==> src/rtl/core/csrab_pkg.sv <==
package csrab_pkg;

   localparam int ID_W     = 12;
   localparam int DEG_W    = 15;
   localparam int NC_W     = 13;
   localparam int CSR_AW   = 3;
   localparam int CSR_DW   = 32;
   localparam int RAW_W    = 2 * ID_W;

   localparam int MAX_NODES_DEFAULT  = 4096;
   localparam int MAX_EDGES_DEFAULT  = 16384;
   localparam int MAX_LISTED_DEFAULT = 64;

   localparam logic [NC_W-1:0] NODE_COUNT_RESET = NC_W'(4096);

   localparam logic CSR_NODE_COUNT = 1'b0;

   typedef enum logic [1:0] {
      OP_ADD   = 2'd0,
      OP_BUILD = 2'd1,
      OP_QUERY = 2'd2,
      OP_CLEAR = 2'd3
   } op_type;

   typedef enum logic [1:0] {
      STATUS_OK    = 2'd0,
      STATUS_FULL  = 2'd1,
      STATUS_RANGE = 2'd2,
      STATUS_PHASE = 2'd3
   } status_type;

   typedef enum logic [3:0] {
      ST_IDLE,
      ST_B_ZERO,
      ST_B_CNT_RD,
      ST_B_CNT_OFF,
      ST_B_CNT_WR,
      ST_B_PS_RD,
      ST_B_PS_WR,
      ST_B_PL_RD,
      ST_B_PL_CUR,
      ST_B_PL_WR,
      ST_B_DONE,
      ST_Q_A,
      ST_Q_B,
      ST_Q_NONE,
      ST_Q_EMIT
   } ctrl_state_type;

   typedef struct packed {
      status_type        status;
      logic [ID_W-1:0]   neighbour_id;
      logic              neighbour_valid;
      logic [DEG_W-1:0]  degree;
      logic              truncated;
      logic              last;
   } rsp_item_type;

endpackage

==> src/rtl/core/csrab_rsp_fifo.sv <==
module csrab_rsp_fifo (
   input  logic                     clock,
   input  logic                     reset,
   input  logic                     push,
   input  csrab_pkg::rsp_item_type  push_item,
   input  logic                     out_ready,
   output logic                     out_valid,
   output csrab_pkg::rsp_item_type  out_item,
   output logic [1:0]               count,
   output logic                     pop
);
   import csrab_pkg::*;

   rsp_item_type entry_ff [2];
   logic         wr_ptr_ff, wr_ptr_in;
   logic         rd_ptr_ff, rd_ptr_in;
   logic [1:0]   count_ff, count_in;

   always_comb begin
      out_valid = (count_ff != 2'd0);
      pop       = out_valid && out_ready;
      wr_ptr_in = push ? ~wr_ptr_ff : wr_ptr_ff;
      rd_ptr_in = pop ? ~rd_ptr_ff : rd_ptr_ff;
      count_in  = count_ff + {1'b0, push} - {1'b0, pop};
   end

   always_ff @(posedge clock) begin
      if (reset) begin
         wr_ptr_ff <= 1'b0;
         rd_ptr_ff <= 1'b0;
         count_ff  <= 2'd0;
      end else begin
         wr_ptr_ff <= wr_ptr_in;
         rd_ptr_ff <= rd_ptr_in;
         count_ff  <= count_in;
      end
   end

   always_ff @(posedge clock) begin
      if (push) begin
         entry_ff[wr_ptr_ff] <= push_item;
      end
   end

   assign out_item = entry_ff[rd_ptr_ff];
   assign count    = count_ff;

endmodule

==> config.mk <==
export PLATFORM = sky130hd
export DESIGN_NAME = csrab_rsp_fifo
export DESIGN_NICKNAME = d
export VERILOG_FILES = /design/src/rtl/core/csrab_pkg.sv /design/src/rtl/core/csrab_rsp_fifo.sv
export SDC_FILE = /design/constraint.sdc
export NUM_CORES = 1
export LEC_CHECK = 0
export CAP_MARGIN = 20
export CORE_ASPECT_RATIO = 1.75
export CORE_MARGIN = 5
export CORE_UTILIZATION = 35
export CTS_CLUSTER_DIAMETER = 120
export DETAILED_ROUTE_END_ITERATION = 8
export DONT_BUFFER_PORTS = 1
export PLACE_DENSITY_LB_ADDON = 0.08
export SYNTH_ARGS = -nofsm -noshare
export SYNTH_HDL_FRONTEND = slang
export SYNTH_SLANG_ARGS = --single-unit
==> constraint.sdc <==
create_clock -name clock -period 2.2 [get_ports clock]
set_input_delay 0.44 -clock clock [delete_from_list [all_inputs] [get_ports clock]]
set_output_delay 0.44 -clock clock [all_outputs]
set_load 0.02 [all_outputs]
==> results of run 1 <==
-- layout make-up --
cell class	count	share of cell area, %
multi-input cells	47	17.7
clock inverters	4	0.590
inverters	2	0.253
repair buffers	6	1.94
flip-flops and latches	69	68.1
well taps	86	3.62
clock buffers	10	7.71
-- worst max-delay path, delay by kind of cell (launching register included) --
family / cells / cell delay (ps)
multiplexers: 1 / 430
flip-flops: 1 / 320
buffers and inverters: 1 / 260
-- worst min-delay path by stage --
stage | from | end | slack (ps)
after floorplan | reset | count[0] | 510
after global placement | reset | wr_ptr_ff | 510
after detailed placement | reset | wr_ptr_ff | 520
after CTS | reset | wr_ptr_ff | 170
after global routing | reset | count[1] | 170
final | reset | wr_ptr_ff | 190
-- flip-flops by register name, summed over array words and instances (netlist names), named ones only --
name / flops
wr_ptr_ff: 1
entry_ff: 64
rd_ptr_ff: 1
count: 2
-- cells in the mapped netlist (all sizes together) --
| cell type | instances |
|---|---|
| and2 | 1 |
| buf | 4 |
| dfxtp | 5 |
| edfxtp | 64 |
| ha | 2 |
| inv | 2 |
| mux2 | 34 |
| nor2 | 3 |
| nor2b | 3 |
| o21a | 1 |
| or2 | 1 |
| xnor2 | 1 |
| xnor3 | 1 |
-- metrics by stage --
step                      instance area (µm²)  hold slack, ps
after detailed placement                 2720             515
after global placement                   2720             514
after global routing                     2970             172
final                                    2970             190
after floorplan                          2600             512
after CTS                                2970             173
-- power by group --
part / internal, µW / switching, µW / leakage [µW] / total, µW
Combinational: 295 / 406 / 0.000256 / 701
Sequential: 1550 / 64.4 / 0.000642 / 1620
Clock: 734 / 432 / 0.000123 / 1170
Total: 2580 / 903 / 0.00102 / 3480
-- metal layers --
metal  share of wire (%)  track usage [%]  routed length (µm)
met2                  56             16.9                2380
met4                 2.6             6.68                 111
met3                  12             5.90                 499
met1                  29             8.17                1220
met5                   0                0                   0
-- kinds of logic (layout without fill, tap and decap cells) --
logic type	count (synthesis)	in the layout
AO/OA/AOI/OAI	1	1
XOR/XNOR	2	2
adder cells (fa/ha/maj)	2	2
AND/OR/NAND/NOR	8	8
multiplexers	34	34
flip-flops	69	69
buffers and inverters	6	22
==> reports/summary.txt, run 1 <==
Slew @ Worst Pin: 490 ps
GRT Resource Usage Total: 9.91%
Final nets: 173
Initial DRT Pass Iterations: 3
Pre-CTS setup slack: 675 ps
Die X: 75.1 µm
First-pass GRT wire length: 6.26 mm
Yosys warning total: 0
Die Area: 9300 µm²
Status: finished, final reports clean
Total power: 3480 µW
CTS tree: built
RR Startpoint: count[1]
1st-iter DRT viols: 41
Layout fillers: 654
Cells after synthesis: 122
Slowest stage delay, CP: 430 ps
Syn Area/Cell: 21.3 µm²
Post-CTS Setup Inserts: 0
Adder-Cell Fraction of Synth Area: 0.965%
Worst Skew: 2.47 ps
Period utilization: 80.5%
Clock Pin Slew Worst Setup and Hold Paths: 50 ps
Sequential fraction of the synthesis area: 78.0%
Most common cell after layout, fill and taps aside: edfxtp_1
Syn_nets: 160
Drt drc: 0
Port Buffers: 0
Inst Count DP: 210
Leakage dissipation: 0.00102 µW
Critical Path RT: 1760 ps
Number of inserted diodes: 0
Post-layout util: 41.0%
Worst-path maximum fanout: 17
Initial antenna violation count: 0
Unrepaired setup endpoints after global routing: false
Routed via count: 1092
Simple-Gate Fraction of Synth Area: 1.64%
Clock sinks: 69
Final setup fails: 0
Endpoints failing hold: 0
Flops & latches, synth: 69
Worst flop-to-flop path endpoint: count[1]
Worst setup margin: 428 ps
CP cell instances: buf_4, mux2_2
CTS Root Cell: clkbuf_16
I/O Pins: 72
Cells on worst reg2reg path: 6
Largest net degree at the start of global routing: 26
Row count: 41
Final setup TNS: 0 ps
Final GP Congestion: 0.706
Class of the most critical setup path: reg -> out
DRT antenna net count: 0
Reg-to-reg slack, setup: 700 ps
Minimum clock period: 1770 ps
CTS buffer count: 9
Largest family of logic cells by synthesized area: multiplexers
Number of global-route vias before repair: 1228
Register area: 2020 µm²
Xor and xnor area share after synthesis: 1.21%
Post-CTS Resized: 0
Synth unique cells: 14
Layout cells sized above 1: 39.1%
Hold Crit Class: in -> reg
Layout Cells excl Fill: 224
CTS H-Tree Depth: 3
Compound-Gate Fraction of Synth Area: 0.289%
Synthesized area: 2590 µm²
Maxcap violations: 0
Area growth syn-to-layout: 14.5%
Yosys top cell area share: 74.1%
Worst Setup End Kind: primary output
Power per cell area: 1170 nW/µm²
WL/cell: 18.8 µm
CP startpoint kind: flop
Post-CTS Hold Fix Bufs: 0
Crit-path slowest cell: mux2_2
Vias per cell: 4.88
Post-synthesis mux area share: 15.9%
Initial core utilization: 35.9%
Routed wire length: 4.21 mm
GR Overflow Total: 0
Slew Limit Fails: 0
Multi-input gate area: 527 µm²
Critical Path End: out_item[12]
Core area: 7230 µm²
Relative slew margins: 67.3%
FMAX: 0.564 GHz
Die Y: 124 µm
Largest cells by area after synthesis: edfxtp_1 74%, mux2_2 11%, mux2_4 4.6%
Commonest cells after routing, fill and taps aside: 64 x edfxtp_1, 26 x mux2_2, 9 x clkbuf_16
Hold path depth: 1
Clock latency on the worst-skew pair: 320 ps
CP arrival: 1330 ps
Peak supply drop: 0.532 mV
Yosys top cell by area: edfxtp_1
Clock Path Buffers: 2
Post-DP HPWL: 3.08 mm
(Power assumes the default switching activity.)
==> run 2: changes to the inputs <==
==> constraint.sdc (replaced) <==
create_clock -name clock -period 1.55 [get_ports clock]
set_input_delay 0.31 -clock clock [delete_from_list [all_inputs] [get_ports clock]]
set_output_delay 0.31 -clock clock [all_outputs]
set_load 0.02 [all_outputs]
==> reports/summary.txt, run 2 (synthesis gave the netlist of run 1 again) <==
Status: finished, final reports clean
Number of global-route vias before repair: 1218 (-0.81%)
I/O Pins: 72 (unchanged)
Power per cell area: 1670 nW/µm² (+42%)
CTS tree: built
Vias per cell: 4.81 (-1.3%)
Worst min-delay path startpoint: reset
Inst Count DP: 213 (+1.4%)
Final setup fails: 0 (unchanged)
Layout cells sized above 1: 39.9% (+0.73 points)
Clock power share: 32.5% (-1.0 points)
Class of the most critical setup path: reg -> out
CTS H-Tree Depth: 3 (unchanged)
Routed via count: 1102 (+0.92%)
Clock latency on the worst-skew pair: 320 ps (about the same)
Row count: 41 (unchanged)
Max reg flops: 64 (unchanged)
1st-iter DRT viols: 32 (-22%)
WL/cell: 18.1 µm (-3.5%)
Post-CTS Hold Fix Bufs: 0 (unchanged)
Die X: 75.1 µm (unchanged)
Worst Setup End Kind: primary output
CTS buffer count: 9 (unchanged)
Reg-to-reg slack, setup: 200 ps (-500 ps)
Most common cell after layout, fill and taps aside: edfxtp_1
Layout fillers: 642 (-1.8%)
CTS Root Cell: clkbuf_16
Core area: 7230 µm² (unchanged)
Maxcap violations: 0 (unchanged)
First-pass GRT wire length: 5.96 mm (-4.7%)
Period utilization: 99.0%
Slew Limit Fails: 0 (unchanged)
Layout Cells excl Fill: 229 (+2.2%)
GRT Resource Usage Total: 9.50% (-0.41 points)
Port Buffers: 0 (unchanged)
Worst Skew: 4.81 ps (+2.35 ps)
CP startpoint kind: flop
FMAX: 0.652 GHz
Commonest cells after routing, fill and taps aside: 64 x edfxtp_1, 32 x mux2_4, 9 x clkbuf_16
Internal power: 3850 µW (+49%)
Final GP Congestion: 0.652 (-7.6%)
Slew @ Worst Pin: 233 ps (-257 ps)
Peak supply drop: 1.11 mV (+110%)
Worst-path maximum fanout: 17 (unchanged)
Clock Pin Slew Worst Setup and Hold Paths: 50 ps (about the same)
Clock sinks: 69 (unchanged)
Top reg by flops: entry_ff
Die Y: 124 µm (unchanged)
Seq pwr share: 43.7% (-2.7 points)
Unrepaired setup endpoints after global routing: true
Hold Path End: wr_ptr_ff
Worst flop-to-flop path endpoint: count[1]
GR Overflow Total: 0 (unchanged)
Area growth syn-to-layout: 19.7%
Hold path depth: 1 (unchanged)
Switch share: 25.7% (-0.23 points)
Total net switching power: 1330 µW (+47%)
Final nets: 176 (+1.7%)
RR Startpoint: count[0]
Combinational Power Share: 23.8% (+3.7 points)
Post-CTS Setup Inserts: 0 (unchanged)
Die Area: 9300 µm² (unchanged)
Post-DP HPWL: 2.98 mm (-3.4%)
Number of inserted diodes: 0 (unchanged)
Leakage dissipation: 0.00113 µW (+10%)
Initial antenna violation count: 0 (unchanged)
Largest net degree at the start of global routing: 18 (-31%)
Initial DRT Pass Iterations: 4 (+1)
DRT antenna net count: 0 (unchanged)
Endpoints failing hold: 0 (unchanged)
Initial core utilization: 35.9% (unchanged)
Routed wire length: 4.16 mm (-1.4%)
Cells on worst reg2reg path: 6 (unchanged)
Hold Crit Class: in -> reg
Clock Path Buffers: 2 (unchanged)
Critical Path RT: 1240 ps (-520 ps)
Post-layout util: 42.9% (+1.9 points)
CP arrival: 1220 ps (-110 ps)
Relative slew margins: 84.5% (+17 points)
Minimum clock period: 1530 ps
Drt drc: 0 (unchanged)
==> run 2: cell type report <==
cell class                      count  area [µm²]  area share, %
Clock buffer                       13         240           7.74
Multi-Input combinational cell     47         618           19.9
Sequential cell                    69        2030           65.3
Timing Repair Buffer                9        92.6           2.98
Tap cell                           86         108           3.47
Inverter                            2        7.51          0.242
Clock inverter                      3        12.5          0.403
==> run 2: what timing repair did <==
item	4_1_cts	5_1_grt
gates cloned	0	0
setup endpoints to repair	30	28
resized for setup	9	16
==> run 2: power by group through the flow <==
stage	Sequential (µW)	Clock (µW)	Combinational [µW]
3_3_place_gp	2290	0	1130
4_1_cts	2260	1770	1190
3_5_place_dp	2300	0	1140
2_1_floorplan	2310	0	912
5_1_grt	2280	1840	1310
6_report	2260	1680	1230
==> run 2: metrics by stage <==
| step | hold WS, ps | setup TNS, ps | setup slack [ps] | power [µW] | instance area [µm²] |
|---|---|---|---|---|---|
| after CTS | 34.2 | -841 | -53.9 | 5220 | 3040 |
| after global routing | 43.2 | -545 | -24.4 | 5430 | 3100 |
| after global placement | 383 | 0 | 262 | 3410 | 2760 |
| final | 57.0 | 0 | 15.7 | 5180 | 3100 |
| after detailed placement | 384 | 0 | 203 | 3440 | 2760 |
| after floorplan | 382 | -1600 | -38.9 | 3230 | 2600 |
==> run 2: worst max path at each step <==
stage / startpoint / end / slack [ps] / cells past startpoint
after floorplan: push / entry_ff[0][0] / -40 / 1
after global placement: count[1] / count[1] / 260 / 6
after detailed placement: count[0] / count[1] / 200 / 6
after CTS: flop / out_item[28] / -50 / 2
after global routing: flop / out_item[26] / -20 / 2
final: flop / out_item[21] / 20 / 2
==> run 2: worst max-delay path: stages (launching register included) <==
cell     delay (ps)
dfxtp_4         370
buf_12          180
mux2_4          350
==> run 2: routing by layer <==
layer / vias to the layer above / share of wire (%) / wire length [µm] / global-route usage, %
met5: - / 0 / 0 / 0
li1: 501 / - / - / -
met2: 53 / 55 / 2300 / 16.3
met1: 540 / 28 / 1170 / 7.22
met3: 8 / 14 / 585 / 6.38
met4: 0 / 2.5 / 104 / 6.35
==> run 3: changes to the inputs <==
==> constraint.sdc (replaced) <==
create_clock -name clock -period 1.55 [get_ports clock]
set_input_delay 0 -clock clock [delete_from_list [all_inputs] [get_ports clock]]
set_output_delay 0 -clock clock [all_outputs]
set_load 0.02 [all_outputs]
==> reports/summary.txt, run 3 (synthesis gave the netlist of run 1 again) <==
Max reg flops: 64 (unchanged)
Clock Path Buffers: 2 (unchanged)
Commonest cells after routing, fill and taps aside: 64 x edfxtp_1, 35 x dlygate4sd3_1, 26 x mux2_2
Worst setup margin: 197 ps (+181 ps)
Final setup fails: 0 (unchanged)
Port Buffers: 0 (unchanged)
Routed wire length: 4.30 mm (+3.5%)
GRT Resource Usage Total: 9.89% (+0.39 points)
RR Startpoint: count[0]
Die X: 75.1 µm (unchanged)
Maxcap violations: 0 (unchanged)
Core area: 7230 µm² (unchanged)
Relative slew margins: 83.1% (-1.4 points)
Worst Skew: 5.93 ps (+1.11 ps)
Worst hold slack: 138 ps (+81.3 ps)
CP arrival: 1550 ps (+330 ps)
Minimum clock period: 1350 ps (-181 ps)
WL/cell: 16.3 µm (-10%)
Initial DRT Pass Iterations: 4 (unchanged)
FMAX: 0.739 GHz (+13%)
Power per cell area: 1530 nW/µm² (-8.3%)
Slew @ Worst Pin: 254 ps (+20.7 ps)
I/O Pins: 72 (unchanged)
Final nets: 211 (+20%)
Clock Pin Slew Worst Setup and Hold Paths: 50 ps (about the same)
Layout fillers: 640 (-0.31%)
Initial core utilization: 35.9% (unchanged)
Leakage dissipation: 0.00118 µW (+5.0%)
Clock sinks: 69 (unchanged)
GR Overflow Total: 0 (unchanged)
Number of inserted diodes: 0 (unchanged)
Initial antenna violation count: 0 (unchanged)
Final GP Congestion: 0.657 (+0.81%)
Crit path from: count[0]
Drt drc: 0 (unchanged)
Die Y: 124 µm (unchanged)
Period utilization: 87.3% (-12 points)
CTS buffer count: 9 (unchanged)
Most common cell after layout, fill and taps aside: edfxtp_1
Routed via count: 1240 (+13%)
Unrepaired setup endpoints after global routing: false
Peak supply drop: 1.03 mV (-7.3%)
CP startpoint kind: flop
Class of the most critical setup path: reg -> reg
Hold Crit Class: in -> reg
DRT antenna net count: 0 (unchanged)
Top reg by flops: entry_ff
Worst min-delay path startpoint: out_ready
Number of global-route vias before repair: 1333 (+9.4%)
Layout cells sized above 1: 32.0% (-7.8 points)
Area growth syn-to-layout: 28.7%
Worst Setup End Kind: flop
Critical Path RT: 1750 ps (+510 ps)
Worst-path maximum fanout: 3 (-14)
Largest net degree at the start of global routing: 18 (unchanged)
Row count: 41 (unchanged)
Endpoints failing hold: 0 (unchanged)
1st-iter DRT viols: 37 (+16%)
CTS tree: built
Vias per cell: 4.70 (-2.4%)
Post-DP HPWL: 2.97 mm (about the same)
CTS H-Tree Depth: 3 (unchanged)
Clock latency on the worst-skew pair: 320 ps (about the same)
CTS Root Cell: clkbuf_16
Status: finished, final reports clean
Slew Limit Fails: 0 (unchanged)
First-pass GRT wire length: 6.28 mm (+5.3%)
Pre-CTS setup slack: 194 ps (-8.56 ps)
Die Area: 9300 µm² (unchanged)
-- run 3: changes by cell type in the layout (fill, tap and decap cells not counted), sizes merged --
cell / change
dlygate4sd3: +35
-- run 3: what timing repair did --
item | CTS | global route
hold endpoints to repair | 69 | 0
hold buffers | 35 | 0
buffers inserted | 0 | 0
gates resized for setup | 0 | 0
-- run 3: area by class of cell --
| class | instances | area [µm²] | area share, % |
|---|---|---|---|
| clock buffers | 13 | 240 | 7.20 |
| well taps | 86 | 108 | 3.22 |
| repair buffers | 44 | 418 | 12.5 |
| clock inverters | 3 | 12.5 | 0.375 |
| inverters | 2 | 7.51 | 0.225 |
| flip-flops and latches | 69 | 2020 | 60.6 |
| multi-input cells | 47 | 528 | 15.8 |
-- run 3: critical path, stage by stage (launching register included) --
cell and delay, ps:
dfxtp_1 320, o21a_2 200, ha_1 270, inv_1 40, ha_1 180, xnor3_1 190
nor2_1 40
-- run 3: where the power goes --
group          total (µW)  leakage [µW]  switching (µW)  internal, µW
sequential           2250      0.000642            44.9          2200
combinational        1160      0.000417             648           508
clock                1700      0.000123             634          1070
total                5100       0.00118            1330          3780
-- run 3: path summary, 6_finish.rpt --
kind	to	slack, ps	depth (start not counted)
setup reg to reg	count[1]	200	6
hold reg to reg	rd_ptr_ff	590	2
setup / recovery	count[1]	200	6
hold / removal	rd_ptr_ff	140	3
-- run 3: layer usage --
metal / track usage, % / wire [µm] / up-vias
met5: 0 / 0 / -
met4: 6.35 / 110 / 0
met3: 4.77 / 364 / 7
met2: 17.3 / 2410 / 50
met1: 8.59 / 1410 / 612
li1: - / - / 571
-- run 3: through the flow --
step	TNS, ps	std cells	instance area (µm²)	util [%]	total power (µW)
floorplan	-1550	122	2600	-	3230
global placement	0	213	2730	37.8	3360
detailed placement	0	213	2730	37.8	3390
CTS	0	264	3340	46.1	5210
global route	0	264	3340	46.1	5360
finish	0	264	3340	46.1	5100
